--- src/hw/rtl/nbe_pkg.sv ---
package nbe_pkg;

   localparam int RunChars = 4;
   localparam int QueueDepth = 2;

   localparam logic [7:0] CHAR_BACKSLASH = 8'h5C;
   localparam logic [7:0] CHAR_ESC       = 8'h1B;
   localparam logic [7:0] CHAR_DEL       = 8'h7F;
   localparam logic [7:0] CHAR_NEWLINE   = 8'h0A;
   localparam logic [7:0] CHAR_BACKSPACE = 8'h08;
   localparam logic [7:0] CHAR_FORMFEED  = 8'h0C;
   localparam logic [7:0] CHAR_RETURN    = 8'h0D;
   localparam logic [7:0] CHAR_TAB       = 8'h09;
   localparam logic [7:0] CHAR_CARET     = 8'h5E;
   localparam logic [7:0] CHAR_QUESTION  = 8'h3F;
   localparam logic [7:0] CHAR_ZERO      = 8'h30;
   localparam logic [7:0] CHAR_UPPER_E   = 8'h45;
   localparam logic [7:0] CHAR_LOWER_N   = 8'h6E;
   localparam logic [7:0] CHAR_LOWER_B   = 8'h62;
   localparam logic [7:0] CHAR_LOWER_F   = 8'h66;
   localparam logic [7:0] CHAR_LOWER_R   = 8'h72;
   localparam logic [7:0] CHAR_LOWER_T   = 8'h74;
   localparam logic [7:0] CHAR_AT        = 8'h40;
   localparam logic [7:0] CHAR_SPACE     = 8'h20;

   localparam logic ACTION_DATA = 1'b0;
   localparam logic ACTION_END  = 1'b1;

   // One rendered run: up to four characters, emitted from index 0 to last_idx.
   typedef struct packed {
      logic [RunChars-1:0][7:0] chars;
      logic [1:0]               last_idx;
   } nbe_run_type;

   typedef struct packed {
      logic push;
      logic line_closed;
   } nbe_front_status_type;

   typedef struct packed {
      logic push_ready;
      logic pop_valid;
      logic pop;
   } nbe_queue_status_type;

   function automatic nbe_run_type nbe_classify(logic action, logic [7:0] c);
      nbe_run_type r;
      r.chars    = '0;
      r.last_idx = 2'd0;
      if (action == ACTION_END) begin
         r.chars[0] = CHAR_NEWLINE;
      end else begin
         case (c)
            CHAR_ESC: begin
               r.chars[0] = CHAR_NEWLINE;
               r.chars[1] = CHAR_BACKSLASH;
               r.chars[2] = CHAR_UPPER_E;
               r.last_idx = 2'd2;
            end
            CHAR_NEWLINE: begin
               r.chars[0] = CHAR_NEWLINE;
               r.chars[1] = CHAR_BACKSLASH;
               r.chars[2] = CHAR_LOWER_N;
               r.last_idx = 2'd2;
            end
            CHAR_BACKSPACE: begin
               r.chars[0] = CHAR_BACKSLASH;
               r.chars[1] = CHAR_LOWER_B;
               r.last_idx = 2'd1;
            end
            CHAR_FORMFEED: begin
               r.chars[0] = CHAR_BACKSLASH;
               r.chars[1] = CHAR_LOWER_F;
               r.last_idx = 2'd1;
            end
            CHAR_RETURN: begin
               r.chars[0] = CHAR_BACKSLASH;
               r.chars[1] = CHAR_LOWER_R;
               r.last_idx = 2'd1;
            end
            CHAR_TAB: begin
               r.chars[0] = CHAR_BACKSLASH;
               r.chars[1] = CHAR_LOWER_T;
               r.last_idx = 2'd1;
            end
            CHAR_CARET: begin
               r.chars[0] = CHAR_BACKSLASH;
               r.chars[1] = CHAR_CARET;
               r.last_idx = 2'd1;
            end
            CHAR_DEL: begin
               r.chars[0] = CHAR_BACKSLASH;
               r.chars[1] = CHAR_QUESTION;
               r.last_idx = 2'd1;
            end
            default: begin
               if (c[7]) begin
                  r.chars[0] = CHAR_BACKSLASH;
                  r.chars[1] = CHAR_ZERO | {6'd0, c[7:6]};
                  r.chars[2] = CHAR_ZERO | {5'd0, c[5:3]};
                  r.chars[3] = CHAR_ZERO | {5'd0, c[2:0]};
                  r.last_idx = 2'd3;
               end else if (c < CHAR_SPACE) begin
                  r.chars[0] = CHAR_CARET;
                  r.chars[1] = c | CHAR_AT;
                  r.last_idx = 2'd1;
               end else begin
                  r.chars[0] = c;
               end
            end
         endcase
      end
      return r;
   endfunction

endpackage

--- src/hw/rtl/nbe_front.sv ---
module nbe_front (
   input  logic                         clock,
   input  logic                         reset,
   input  logic                         req_valid,
   output logic                         req_ready,
   input  logic                         req_action,
   input  logic [7:0]                   req_data_byte,
   input  logic                         queue_ready,
   output nbe_pkg::nbe_run_type         run,
   output nbe_pkg::nbe_front_status_type status
);

   logic line_closed_ff;
   logic line_closed_in;
   logic accept;

   assign req_ready = queue_ready;
   assign accept    = req_valid && queue_ready;
   assign run       = nbe_pkg::nbe_classify(req_action, req_data_byte);

   // End of stream on a closed line renders nothing: drop it here.
   assign status.push = accept &&
      ((req_action == nbe_pkg::ACTION_DATA) || !line_closed_ff);
   assign status.line_closed = line_closed_ff;

   always_comb begin
      line_closed_in = line_closed_ff;
      if (accept) begin
         if (req_action == nbe_pkg::ACTION_END) begin
            line_closed_in = 1'b1;
         end else begin
            line_closed_in = (req_data_byte == nbe_pkg::CHAR_ESC) ||
                             (req_data_byte == nbe_pkg::CHAR_NEWLINE);
         end
      end
   end

   always_ff @(posedge clock) begin
      if (reset) begin
         line_closed_ff <= 1'b1;
      end else begin
         line_closed_ff <= line_closed_in;
      end
   end

endmodule

--- src/hw/rtl/nbe_queue.sv ---
module nbe_queue (
   input  logic                          clock,
   input  logic                          reset,
   input  logic                          push,
   input  nbe_pkg::nbe_run_type          push_run,
   input  logic                          pop,
   output nbe_pkg::nbe_run_type          head_run,
   output nbe_pkg::nbe_queue_status_type status
);

   localparam int CountBits = $clog2(nbe_pkg::QueueDepth + 1);

   nbe_pkg::nbe_run_type entry_ff [nbe_pkg::QueueDepth];
   nbe_pkg::nbe_run_type entry_in [nbe_pkg::QueueDepth];
   logic [CountBits-1:0] count_ff;
   logic [CountBits-1:0] count_in;

   assign head_run          = entry_ff[0];
   assign status.push_ready = count_ff != CountBits'(nbe_pkg::QueueDepth);
   assign status.pop_valid  = count_ff != '0;
   assign status.pop        = pop;

   // Shift form: entry 0 is the head; a pop advances every entry by one.
   always_comb begin
      logic [CountBits-1:0] fill;
      fill = count_ff;
      for (int i = 0; i < nbe_pkg::QueueDepth; i++) begin
         entry_in[i] = entry_ff[i];
      end
      if (pop) begin
         for (int i = 0; i < nbe_pkg::QueueDepth - 1; i++) begin
            entry_in[i] = entry_ff[i + 1];
         end
         fill = count_ff - 1'b1;
      end
      if (push) begin
         for (int i = 0; i < nbe_pkg::QueueDepth; i++) begin
            if (fill == CountBits'(i)) begin
               entry_in[i] = push_run;
            end
         end
      end
      count_in = count_ff + CountBits'(push) - CountBits'(pop);
   end

   always_ff @(posedge clock) begin
      for (int i = 0; i < nbe_pkg::QueueDepth; i++) begin
         entry_ff[i] <= entry_in[i];
      end
      if (reset) begin
         count_ff <= '0;
      end else begin
         count_ff <= count_in;
      end
   end

endmodule

--- src/hw/rtl/nbe_back.sv ---
module nbe_back (
   input  logic                 clock,
   input  logic                 reset,
   input  logic                 queue_valid,
   input  nbe_pkg::nbe_run_type queue_run,
   output logic                 queue_pop,
   output logic                 rsp_valid,
   input  logic                 rsp_ready,
   output logic [7:0]           rsp_out_char,
   output logic                 rsp_end_of_run
);

   nbe_pkg::nbe_run_type run_ff;
   nbe_pkg::nbe_run_type run_in;
   logic [1:0]           idx_ff;
   logic [1:0]           idx_in;
   logic                 busy_ff;
   logic                 busy_in;
   logic                 last_char;
   logic                 rsp_accept;

   assign last_char      = idx_ff == run_ff.last_idx;
   assign rsp_accept     = busy_ff && rsp_ready;
   assign rsp_valid      = busy_ff;
   assign rsp_out_char   = run_ff.chars[idx_ff];
   assign rsp_end_of_run = last_char;

   // Load the next run as the last character of this one leaves.
   assign queue_pop = queue_valid && (!busy_ff || (rsp_accept && last_char));

   always_comb begin
      run_in  = run_ff;
      idx_in  = idx_ff;
      busy_in = busy_ff;
      if (queue_pop) begin
         run_in  = queue_run;
         idx_in  = 2'd0;
         busy_in = 1'b1;
      end else if (rsp_accept) begin
         if (last_char) begin
            busy_in = 1'b0;
         end else begin
            idx_in = idx_ff + 2'd1;
         end
      end
   end

   always_ff @(posedge clock) begin
      run_ff <= run_in;
      idx_ff <= idx_in;
      if (reset) begin
         busy_ff <= 1'b0;
      end else begin
         busy_ff <= busy_in;
      end
   end

endmodule

--- src/hw/rtl/nonprinting_byte_escaper_top.sv ---
// Nonprinting byte escaper: renders a byte stream as visible ASCII.
// Input channel req_: one item is a data byte (req_action low) or an end
// of stream mark (req_action high, req_data_byte ignored).
// Result channel rsp_: one item is one character; rsp_end_of_run marks the
// last character caused by an input item. A data byte gives 1 to 4
// characters; end of stream gives one newline if the line is open, else none.
// The first character of an item is offered on rsp_ once the item has
// passed the run queue register and then the back end's run register.
// Throughput: one character per cycle while rsp_ready is high, set by the
// character serialiser in the back end. A two-entry run queue lets the
// front accept new items while the back end is still sending, so the
// input stalls only when it is full.
// When the receiver holds rsp_ready low, the current character holds,
// the queue fills and req_ready then drops.
// Reset (synchronous, active high) empties the queue, drops any partial
// run and marks the line as closed.
module nonprinting_byte_escaper_top (
   input  logic       clock,
   input  logic       reset,
   input  logic       req_valid,
   output logic       req_ready,
   input  logic       req_action,
   input  logic [7:0] req_data_byte,
   output logic       rsp_valid,
   input  logic       rsp_ready,
   output logic [7:0] rsp_out_char,
   output logic       rsp_end_of_run
);

   nbe_pkg::nbe_run_type          front_run;
   nbe_pkg::nbe_run_type          head_run;
   nbe_pkg::nbe_front_status_type front_status;
   nbe_pkg::nbe_queue_status_type queue_status;
   logic                          queue_pop;

   // Front: classify each byte into a run and track the line state.
   nbe_front u_front (
      .clock         (clock),
      .reset         (reset),
      .req_valid     (req_valid),
      .req_ready     (req_ready),
      .req_action    (req_action),
      .req_data_byte (req_data_byte),
      .queue_ready   (queue_status.push_ready),
      .run           (front_run),
      .status        (front_status)
   );

   // Queue: decouple classification from character output.
   nbe_queue u_queue (
      .clock    (clock),
      .reset    (reset),
      .push     (front_status.push),
      .push_run (front_run),
      .pop      (queue_pop),
      .head_run (head_run),
      .status   (queue_status)
   );

   // Back: send the run one character per cycle while rsp_ready is high.
   nbe_back u_back (
      .clock          (clock),
      .reset          (reset),
      .queue_valid    (queue_status.pop_valid),
      .queue_run      (head_run),
      .queue_pop      (queue_pop),
      .rsp_valid      (rsp_valid),
      .rsp_ready      (rsp_ready),
      .rsp_out_char   (rsp_out_char),
      .rsp_end_of_run (rsp_end_of_run)
   );

   // Never pop an empty queue nor push into a full one.
   a_pop_needs_entry: assert property (@(posedge clock) disable iff (reset)
      queue_status.pop |-> queue_status.pop_valid)
      else $error("run queue popped while empty");

   a_push_needs_room: assert property (@(posedge clock) disable iff (reset)
      front_status.push |-> queue_status.push_ready)
      else $error("run queue pushed while full");

   // End of stream always leaves the line closed.
   a_end_closes_line: assert property (@(posedge clock) disable iff (reset)
      (req_valid && req_ready && req_action == nbe_pkg::ACTION_END)
      |=> front_status.line_closed)
      else $error("line left open after end of stream");

   // End of stream on an open line always queues its closing newline.
   a_eos_open_pushes: assert property (@(posedge clock) disable iff (reset)
      (req_valid && req_ready && req_action == nbe_pkg::ACTION_END &&
       !front_status.line_closed) |-> front_status.push)
      else $error("closing newline dropped");

endmodule
--- config.mk ---
export PLATFORM = sky130hd
export DESIGN_NAME = nonprinting_byte_escaper_top
export DESIGN_NICKNAME = d
export VERILOG_FILES = /design/src/hw/rtl/nbe_pkg.sv /design/src/hw/rtl/nbe_front.sv /design/src/hw/rtl/nbe_queue.sv /design/src/hw/rtl/nbe_back.sv /design/src/hw/rtl/nonprinting_byte_escaper_top.sv
export SDC_FILE = /design/constraint.sdc
export NUM_CORES = 1
export LEC_CHECK = 0
export ABC_AREA = 1
export BUFFER_PORTS_ARGS = -buffer_cell sky130_fd_sc_hd__clkbuf_2
export CAP_MARGIN = 15
export CORE_MARGIN = 1.5
export CORE_UTILIZATION = 61
export CTS_CLUSTER_SIZE = 24
export DETAILED_ROUTE_END_ITERATION = 6
export PLACE_DENSITY = 0.79
export SLEW_MARGIN = 40
export SYNTH_ARGS = -nofsm -noshare
export SYNTH_HDL_FRONTEND = slang
export SYNTH_SLANG_ARGS = --single-unit
--- constraint.sdc ---
create_clock -name clock -period 5.9 [get_ports clock]
set_input_delay 1.18 -clock clock [delete_from_list [all_inputs] [get_ports clock]]
set_output_delay 1.18 -clock clock [all_outputs]
set_load 0.01 [all_outputs]
==> results of run 1 <==
==> through the flow <==
stage	cell area, µm²	utilization [%]	hold slack (ns)
after floorplan	4570	-	0.409
after global placement	4680	64.5	0.411
after detailed placement	4680	64.5	0.416
after CTS	4900	67.6	0.439
after global routing	4900	67.6	0.441
final	4900	67.6	0.436
==> final cells by class <==
class	count	area (µm²)	area share [%]
Clock buffer	9	124	2.53
Clock inverter	7	97.6	1.99
Inverter	39	154	3.14
Multi-Input combinational cell	348	1650	33.6
Sequential cell	101	2630	53.7
Tap cell	99	124	2.53
Timing Repair Buffer	24	123	2.50
==> routing by layer <==
metal | up-vias | share of wire (%) | track usage (%)
li1 | 1671 | - | -
met3 | 9 | 4.7 | 3.23
met1 | 1552 | 47 | 33.0
met5 | - | 0 | 0
met4 | 0 | 1.2 | 8.67
met2 | 92 | 47 | 37.2
==> state kept, by name, summed over array words and instances (netlist names) <==
name / flops
u_back.run_ff: 34
u_back.rsp_valid: 1
u_front.line_closed_ff: 1
u_back.idx_ff: 2
u_queue.entry_ff: 61
u_queue.count_ff: 2
==> worst register-to-register path, stage by stage (launching register included) <==
cell	delay (ns)
dfxtp_1	0.78
nand2_1	0.11
nand2_1	0.12
nand2_2	0.11
nand2_4	0.10
nand3_4	0.37
inv_4	0.69
ha_1	0.35
inv_1	0.06
ha_1	0.14
xnor2_1	0.14
o21bai_1	0.09
a21oi_1	0.10
==> cells by family after synthesis <==
group / count (synthesis) / share of synthesized area [%]
xor+xnor: 1 / 0.192
flops: 101 / 57.6
simple gates: 295 / 29.0
buf+inv: 56 / 6.35
compound gates: 48 / 5.78
fa+ha+maj: 4 / 1.10
==> worst min-delay path by stage <==
stage / slack (ns) / cells after the start / from / endpoint
detailed placement: 0.42 / 0 / u_queue.entry_ff[0][23] / u_back.run_ff[23]
finish: 0.44 / 0 / u_queue.entry_ff[0][13] / u_back.run_ff[13]
global route: 0.44 / 0 / u_queue.entry_ff[0][1] / u_back.run_ff[1]
floorplan: 0.41 / 0 / u_queue.entry_ff[0][0] / u_back.run_ff[0]
global placement: 0.41 / 0 / u_queue.entry_ff[0][23] / u_back.run_ff[23]
CTS: 0.44 / 0 / u_queue.entry_ff[0][13] / u_back.run_ff[13]
==> power by group through the flow <==
stage	logic (W)	clock network [W]	registers, W
after floorplan	0.000723	0	0.00114
after global placement	0.000825	0	0.00119
after detailed placement	0.000854	0	0.00120
after CTS	0.000861	0.000484	0.00118
after global routing	0.000989	0.000514	0.00121
final	0.000857	0.000477	0.00118
==> synthesized netlist by cell type, drive strengths merged <==
| library cell | instances | share of area, % |
|---|---|---|
| inv | 39 | 3.4 |
| nand4 | 3 | 0.41 |
| o21ai | 27 | 3.0 |
| ha | 4 | 1.1 |
| nand2 | 213 | 19 |
| o21bai | 1 | 0.16 |
| buf | 14 | 2.7 |
| xnor2 | 1 | 0.19 |
| clkbuf | 3 | 0.25 |
| edfxtp | 61 | 40 |
| nor2 | 61 | 6.5 |
| a31oi | 4 | 0.55 |
| nand3 | 13 | 2.0 |
| a21oi | 6 | 0.74 |
| nor3 | 5 | 1.1 |
| dfxtp | 40 | 18 |
| o22ai | 10 | 1.4 |
==> out/results.ini, run 1 <==
[timing]
fin_crit_sh_pct=54.9
skew_ns=0.0110
finalWorstSetupSlack_ns=2.66
max_freq_mhz=309
finalSetupTns_ns=0
worst_pin_slew_ns=0.698
hold_viol=0
post-route-min-period_ns=3.24
setup_viol=0
slew_headroom_pct=53.4
rsz0062_at_grt=no
slew_viol_final=0

[final_layout]
fin_cells=627
layout_commonest_cell=nand2_1
nFillCells=579
n_antenna_cell=0
fin_nets=540
areaGrowthSynthToFinish_pct=7.31
mostFrequentLayoutCells=nand2_1, edfxtp_1, nor2_1
drive_above_1_share_pct=15.5

[critical_path]
crit_chain=nand2_1 > nand2_1 > nand2_2 > nand2_4 > nand3_4 > inv_4 > ha_1 > inv_1 > ha_1 > xnor2_1 > o21bai_1 > a21oi_1
crit_path_end=u_queue.count_ff[1]
path_max_fanout=62
cp_top_family=simple AND/OR/NAND/NOR gates
crit_type=register to register
cp.required_ns=6.20
worstSetupStartpoint=u_back.idx_ff[0]
cpMaxStageDelayCell=dfxtp_1
cp-start-kind=register
critical_path_arrival_ns=3.54
cp.depth=12
rrSetupSlack_ns=2.66
cpPeakStageDelay_ns=0.78
worstSetupEndpointType=register
path_buf_inv=2
rr_startpoint=u_back.idx_ff[0]
reg2reg_depth=12
r2r-end=u_queue.count_ff[1]

[floorplan]
num_rows=31
ios=24
core_um2=7250
fp.dieH_um=89.5
dieArea_um2=8020
initial_utilization_pct=63.0
die_x_um=89.5

[placed_design]
gp_congestion=0.979
dpl.hpwl_um=5830
dp.cells=611
post-place-ws_ns=2.38
port_buffers=23

[power]
p_total_w=0.00252
seqPwrFrac_pct=47.0
sw_frac_of_total_pct=37.5
ir_drop_mv=0.251
internal-power_w=0.00158
powerDensity_nw_per_um2=514
pwr-share-comb_pct=34.0
p_clk_share_pct=18.9
p_sw_w=0.000943
power.leakage_nw=2.22

[global_routing]
overflow=0
grt_pass1_wl_um=14000
grt_start_max_net_pins=63
antenna_found_initial=0
first_global_vias=2952
grt_usage_pct=23.4

[run_status]
outcome=finished, final reports clean

[logic_synthesis]
ys_seq_elements=101
yosysWarnings=0
netlist_area_um2=4570
syn_avg_cell_area_um2=9.05
synth_cell_types=32
ys_seq_area_share_pct=57.6
synthesis.nets=522
syn_inst=505

[clock_tree]
cts_buffers=9
cts-htree-levels=3
cts_resized=0
cts_hold_buffers=0
clk_pin_slew_worst_paths_ns=0.10
cts_setup_buffers=0
cts_sinks=101
cts_tree=built
cts_buffer_depth=2
clock_latency_ns=0.36
cts-root-buf=clkbuf_8

[routing]
drc=0
wl_per_cell_um=13.7
wirelength_um=8610
dr.pass1.iters=5
drtIter0Drc=336
num_vias=3324
via_per_inst=5.30
drtAntennaViolNets=0

[flow_run]
cap_violations=0

[hold_path]
hp-class=register to register

No activity file was read; power rests on OpenSTA's default activity.
==> run 2: changes to the inputs <==
==> constraint.sdc (replaced) <==
create_clock -name clock -period 3.2 [get_ports clock]
set_input_delay 0.64 -clock clock [delete_from_list [all_inputs] [get_ports clock]]
set_output_delay 0.64 -clock clock [all_outputs]
set_load 0.01 [all_outputs]
==> run 2 against run 1 <==
  * Combinational power up 88%
  * Clock skew fell by 0.0066 ns
  * Die area unchanged
  * Utilization is 0.21 points lower
  * Global-route usage is 0.76 points higher
  * Hold slack worse by 0.00081 ns
  * Cell area fell by 0.31%
  * Fmax is 34% higher
  * Cell count rose by 0.32%
  * Sequential share of layout area grew 0.16 points
  * Power increased by 81%
  * Highest routed layer unchanged
==> out/results.ini, run 2 (synthesis results as in run 1) <==
[run_status]
outcome=finished, final reports clean

[timing]
finalSetupTns_ns=0
slew_headroom_pct=55.0
post-route-min-period_ns=2.43
skew_ns=0.00442
hold_viol=0
fin_hold_ws_ns=0.435
worst_pin_slew_ns=0.675
rsz0062_at_grt=no
slew_viol_final=0
setup_viol=0
fin_crit_sh_pct=75.8
max_freq_mhz=412

[clock_tree]
cts-root-buf=clkbuf_8
cts_buffer_depth=2
cts_resized=0
clk_pin_slew_worst_paths_ns=0.09
cts_hold_buffers=0
cts-htree-levels=3
cts_tree=built
clock_latency_ns=0.35
cts_buffers=9
cts_setup_buffers=0
cts_sinks=101

[floorplan]
core_um2=7250
die_x_um=89.5
num_rows=31
fp.dieH_um=89.5
ios=24
dieArea_um2=8020
initial_utilization_pct=63.0

[final_layout]
layout_commonest_cell=nand2_1
areaGrowthSynthToFinish_pct=6.98
max_flop_register=u_queue.entry_ff
mostFrequentLayoutCells=nand2_1, edfxtp_1, nor2_1
n_antenna_cell=0
fin_nets=542
drive_above_1_share_pct=15.7
largest_reg_flops=61
reg_top3=u_queue.entry_ff (61), u_back.run_ff (34)

[placed_design]
dpl.hpwl_um=6130
port_buffers=23
gp_congestion=0.915

[routing]
num_vias=3322
drtAntennaViolNets=0
wirelength_um=8790
drc=0
wl_per_cell_um=14.0
dr.pass1.iters=4
drtIter0Drc=228
via_per_inst=5.28

[critical_path]
worstSetupEndpointType=register
cpPeakStageDelay_ns=0.74
worstSetupStartpoint=u_back.idx_ff[0]
rrSetupSlack_ns=0.77
cp.required_ns=3.22
crit_chain=inv_6 > nand2_1 > nand2_1 > nand2_2 > nand2_4 > nand3_4 > nand2_1 > nand2_2 > inv_2 > nor2_2 > buf_4
cpMostUsedCell=nand2_1
rr_startpoint=u_back.idx_ff[0]
reg2reg_depth=11
critical_path_arrival_ns=2.45
path_max_fanout=27
cp_top_family=simple AND/OR/NAND/NOR gates
cp.depth=11
cpMaxStageDelayCell=dfxtp_1
crit_type=register to register
path_buf_inv=3
crit_path_end=u_queue.entry_ff[0][45]
r2r-end=u_queue.entry_ff[0][45]
cp-start-kind=register

[power]
powerDensity_nw_per_um2=934
p_clk_share_pct=16.8
pwr-share-comb_pct=35.4
ir_drop_mv=0.640
p_sw_w=0.00173
power.leakage_nw=2.21
sw_frac_of_total_pct=37.8
internal-power_w=0.00284
seqPwrFrac_pct=47.9

[global_routing]
grt_start_max_net_pins=62
overflow=0
antenna_found_initial=0
grt_usage_pct=24.2
grt_pass1_wl_um=14400
first_global_vias=3035

[hold_path]
hp-class=register to register

[flow_run]
cap_violations=0

-- run 2: final cells by class --
type,instances,area (µm²)
Fill cell,600,2370
Timing Repair Buffer,26,138
Clock buffer,10,128
Clock inverter,6,63.8
Sequential cell,101,2630
Multi-Input combinational cell,348,1650
Inverter,39,154
Tap cell,99,124
-- run 2: worst min path at each step --
stage,to,from,slack (ns),cells after the start
2_1_floorplan,u_back.run_ff[0],u_queue.entry_ff[0][0],0.41,0
3_3_place_gp,u_back.run_ff[25],u_queue.entry_ff[0][25],0.41,0
3_5_place_dp,u_back.run_ff[15],u_queue.entry_ff[0][15],0.41,0
4_1_cts,u_back.run_ff[15],u_queue.entry_ff[0][15],0.44,0
5_1_grt,u_back.run_ff[23],u_queue.entry_ff[0][23],0.45,0
6_report,u_back.run_ff[6],u_queue.entry_ff[0][6],0.44,0
-- run 2: routing by layer --
layer,track usage (%),wire (µm)
met1,34.5,3920
met2,37.5,4230
met3,4.43,473
met4,8.25,157
met5,0,0
-- run 2: through the flow --
stage / worst slack (ns) / area (µm²) / cells / utilization, % / total power [W]
after floorplan: 0.445 / 4570 / 505 / - / 0.00343
after global placement: 0.889 / 4700 / 613 / 64.7 / 0.00375
after detailed placement: 0.792 / 4700 / 613 / 64.7 / 0.00382
after CTS: 0.769 / 4890 / 629 / 67.4 / 0.00458
after global routing: 0.556 / 4890 / 629 / 67.4 / 0.00491
final: 0.774 / 4890 / 629 / 67.4 / 0.00456
-- run 2: power by group through the flow --
stage          Clock (W)  Combinational, W  Sequential, W
6_report        0.000766           0.00161        0.00218
4_1_cts         0.000781           0.00162        0.00218
3_3_place_gp           0           0.00155        0.00220
2_1_floorplan          0           0.00133        0.00210
5_1_grt         0.000829           0.00185        0.00223
3_5_place_dp           0           0.00161        0.00221
==> run 3: changes to the inputs <==
==> constraint.sdc (replaced) <==
create_clock -name clock -period 2.4 [get_ports clock]
set_input_delay 0.48 -clock clock [delete_from_list [all_inputs] [get_ports clock]]
set_output_delay 0.48 -clock clock [all_outputs]
set_load 0.01 [all_outputs]
==> run 3 against run 2 <==
  * Critical path depth grew 1
  * Clock skew grew 0.0039 ns
  * Clock-buffer cell count decreased by 1
  * Hold slack got worse by 0.12 ns
  * Sequential power increased by 31%
  * Clock power rose by 29%
  * Wire length grew 1.3%
==> out/results.ini, run 3 (synthesis results as in run 1) <==
[global_routing]
grt_start_max_net_pins=62
grt_pass1_wl_um=14500
overflow=0
grt_usage_pct=24.3
first_global_vias=3056
antenna_found_initial=0

[clock_tree]
clk_pin_slew_worst_paths_ns=0.10
cts_tree=built
cts_setup_buffers=0
clock_latency_ns=0.37
cts_hold_buffers=0
cts_sinks=101
cts_resized=0
cts-root-buf=clkbuf_8
cts-htree-levels=3
cts_buffer_depth=2
cts_buffers=9

[timing]
worst_pin_slew_ns=0.507
skew_ns=0.00830
fin_crit_sh_pct=87.1
fin_hold_ws_ns=0.318
hold_viol=0
finalSetupTns_ns=0
rsz0062_at_grt=no
slew_headroom_pct=66.2
post-route-min-period_ns=2.09
max_freq_mhz=478
setup_viol=0
slew_viol_final=0

[run_status]
outcome=finished, final reports clean

[final_layout]
drive_above_1_share_pct=16.3
mostFrequentLayoutCells=nand2_1, edfxtp_1, nor2_1
fin_nets=546
postLayoutCoreUtil_pct=68.0
max_flop_register=u_queue.entry_ff
layout_commonest_cell=nand2_1
areaGrowthSynthToFinish_pct=7.92
largest_reg_flops=61
n_antenna_cell=0
final_cell_area_um2=4930
reg_top3=u_queue.entry_ff (61), u_back.run_ff (34)

[floorplan]
core_um2=7250
initial_utilization_pct=63.0
fp.dieH_um=89.5
num_rows=31
die_x_um=89.5
dieArea_um2=8020
ios=24

[power]
power.leakage_nw=2.23
internal-power_w=0.00376
p_total_w=0.00613
ir_drop_mv=0.973
p_clk_share_pct=16.2
p_sw_w=0.00237
sw_frac_of_total_pct=38.7
pwr-share-comb_pct=37.1
seqPwrFrac_pct=46.7
powerDensity_nw_per_um2=1240

[placed_design]
port_buffers=23
dpl.hpwl_um=6090
gp_congestion=0.907
dpl-instance-area_um2=4750

[routing]
wl_per_cell_um=14.1
dr.pass1.iters=5
wirelength_um=8910
drc=0
num_vias=3280
via_per_inst=5.18
drtAntennaViolNets=0
drtIter0Drc=232

[critical_path]
crit_type=register to register
cpMostUsedCell=inv_1
path_max_fanout=3
cpPeakStageDelay_ns=0.37
cpMaxStageDelayCell=dfxtp_1
critical_path_arrival_ns=2.39
cp-start-kind=register
path_buf_inv=4
worstSetupEndpointType=register
crit_chain=inv_1 > ha_1 > inv_1 > nand2_1 > a21oi_1 > inv_1 > ha_1 > inv_1 > ha_1 > xnor2_1 > o21bai_1 > a21oi_1
cp_top_family=adder cells
cp.required_ns=2.70

[flow_run]
cap_violations=0

[hold_path]
hp-class=input pin to register

run 3: final timing paths:
path / from / end / slack, ns / cells after the start
worst min-delay path: reset / u_queue.count_ff[0] / 0.32 / 2
worst max register to register: u_queue.count_ff[0] / u_queue.count_ff[1] / 0.31 / 12
worst max-delay path: u_queue.count_ff[0] / u_queue.count_ff[1] / 0.31 / 12
worst min register to register: u_queue.entry_ff[0][13] / u_back.run_ff[13] / 0.44 / 0
run 3: area by class of cell:
class,instances,area (µm²)
sequential,101,2630
inverter,39,154
fill,600,2320
tap,99,124
clock inverter,7,55.1
clock buffer,9,124
timing repair buffer,30,193
multi-input combinational,348,1650
run 3: through the flow:
step	std cells	setup WS, ns
floorplan	505	0.0928
global placement	617	0.426
detailed placement	617	0.317
CTS	633	0.280
global route	633	0.0587
finish	633	0.309
run 3: power by group through the flow:
stage | logic [W] | registers, W | clock network, W
3_5_place_dp | 0.00227 | 0.00290 | 0
2_1_floorplan | 0.00178 | 0.00279 | 0
6_report | 0.00227 | 0.00286 | 0.000990
5_1_grt | 0.00260 | 0.00293 | 0.00107
3_3_place_gp | 0.00219 | 0.00288 | 0
4_1_cts | 0.00228 | 0.00286 | 0.00101
run 3: per-layer routing:
layer	GRT usage (%)	share of wire [%]	vias up	routed length [µm]
li1	-	-	1675	-
met1	33.4	47	1525	4170
met2	39.3	48	68	4280
met3	4.62	3.7	12	328
met4	7.69	1.4	0	123
met5	0	0	-	0
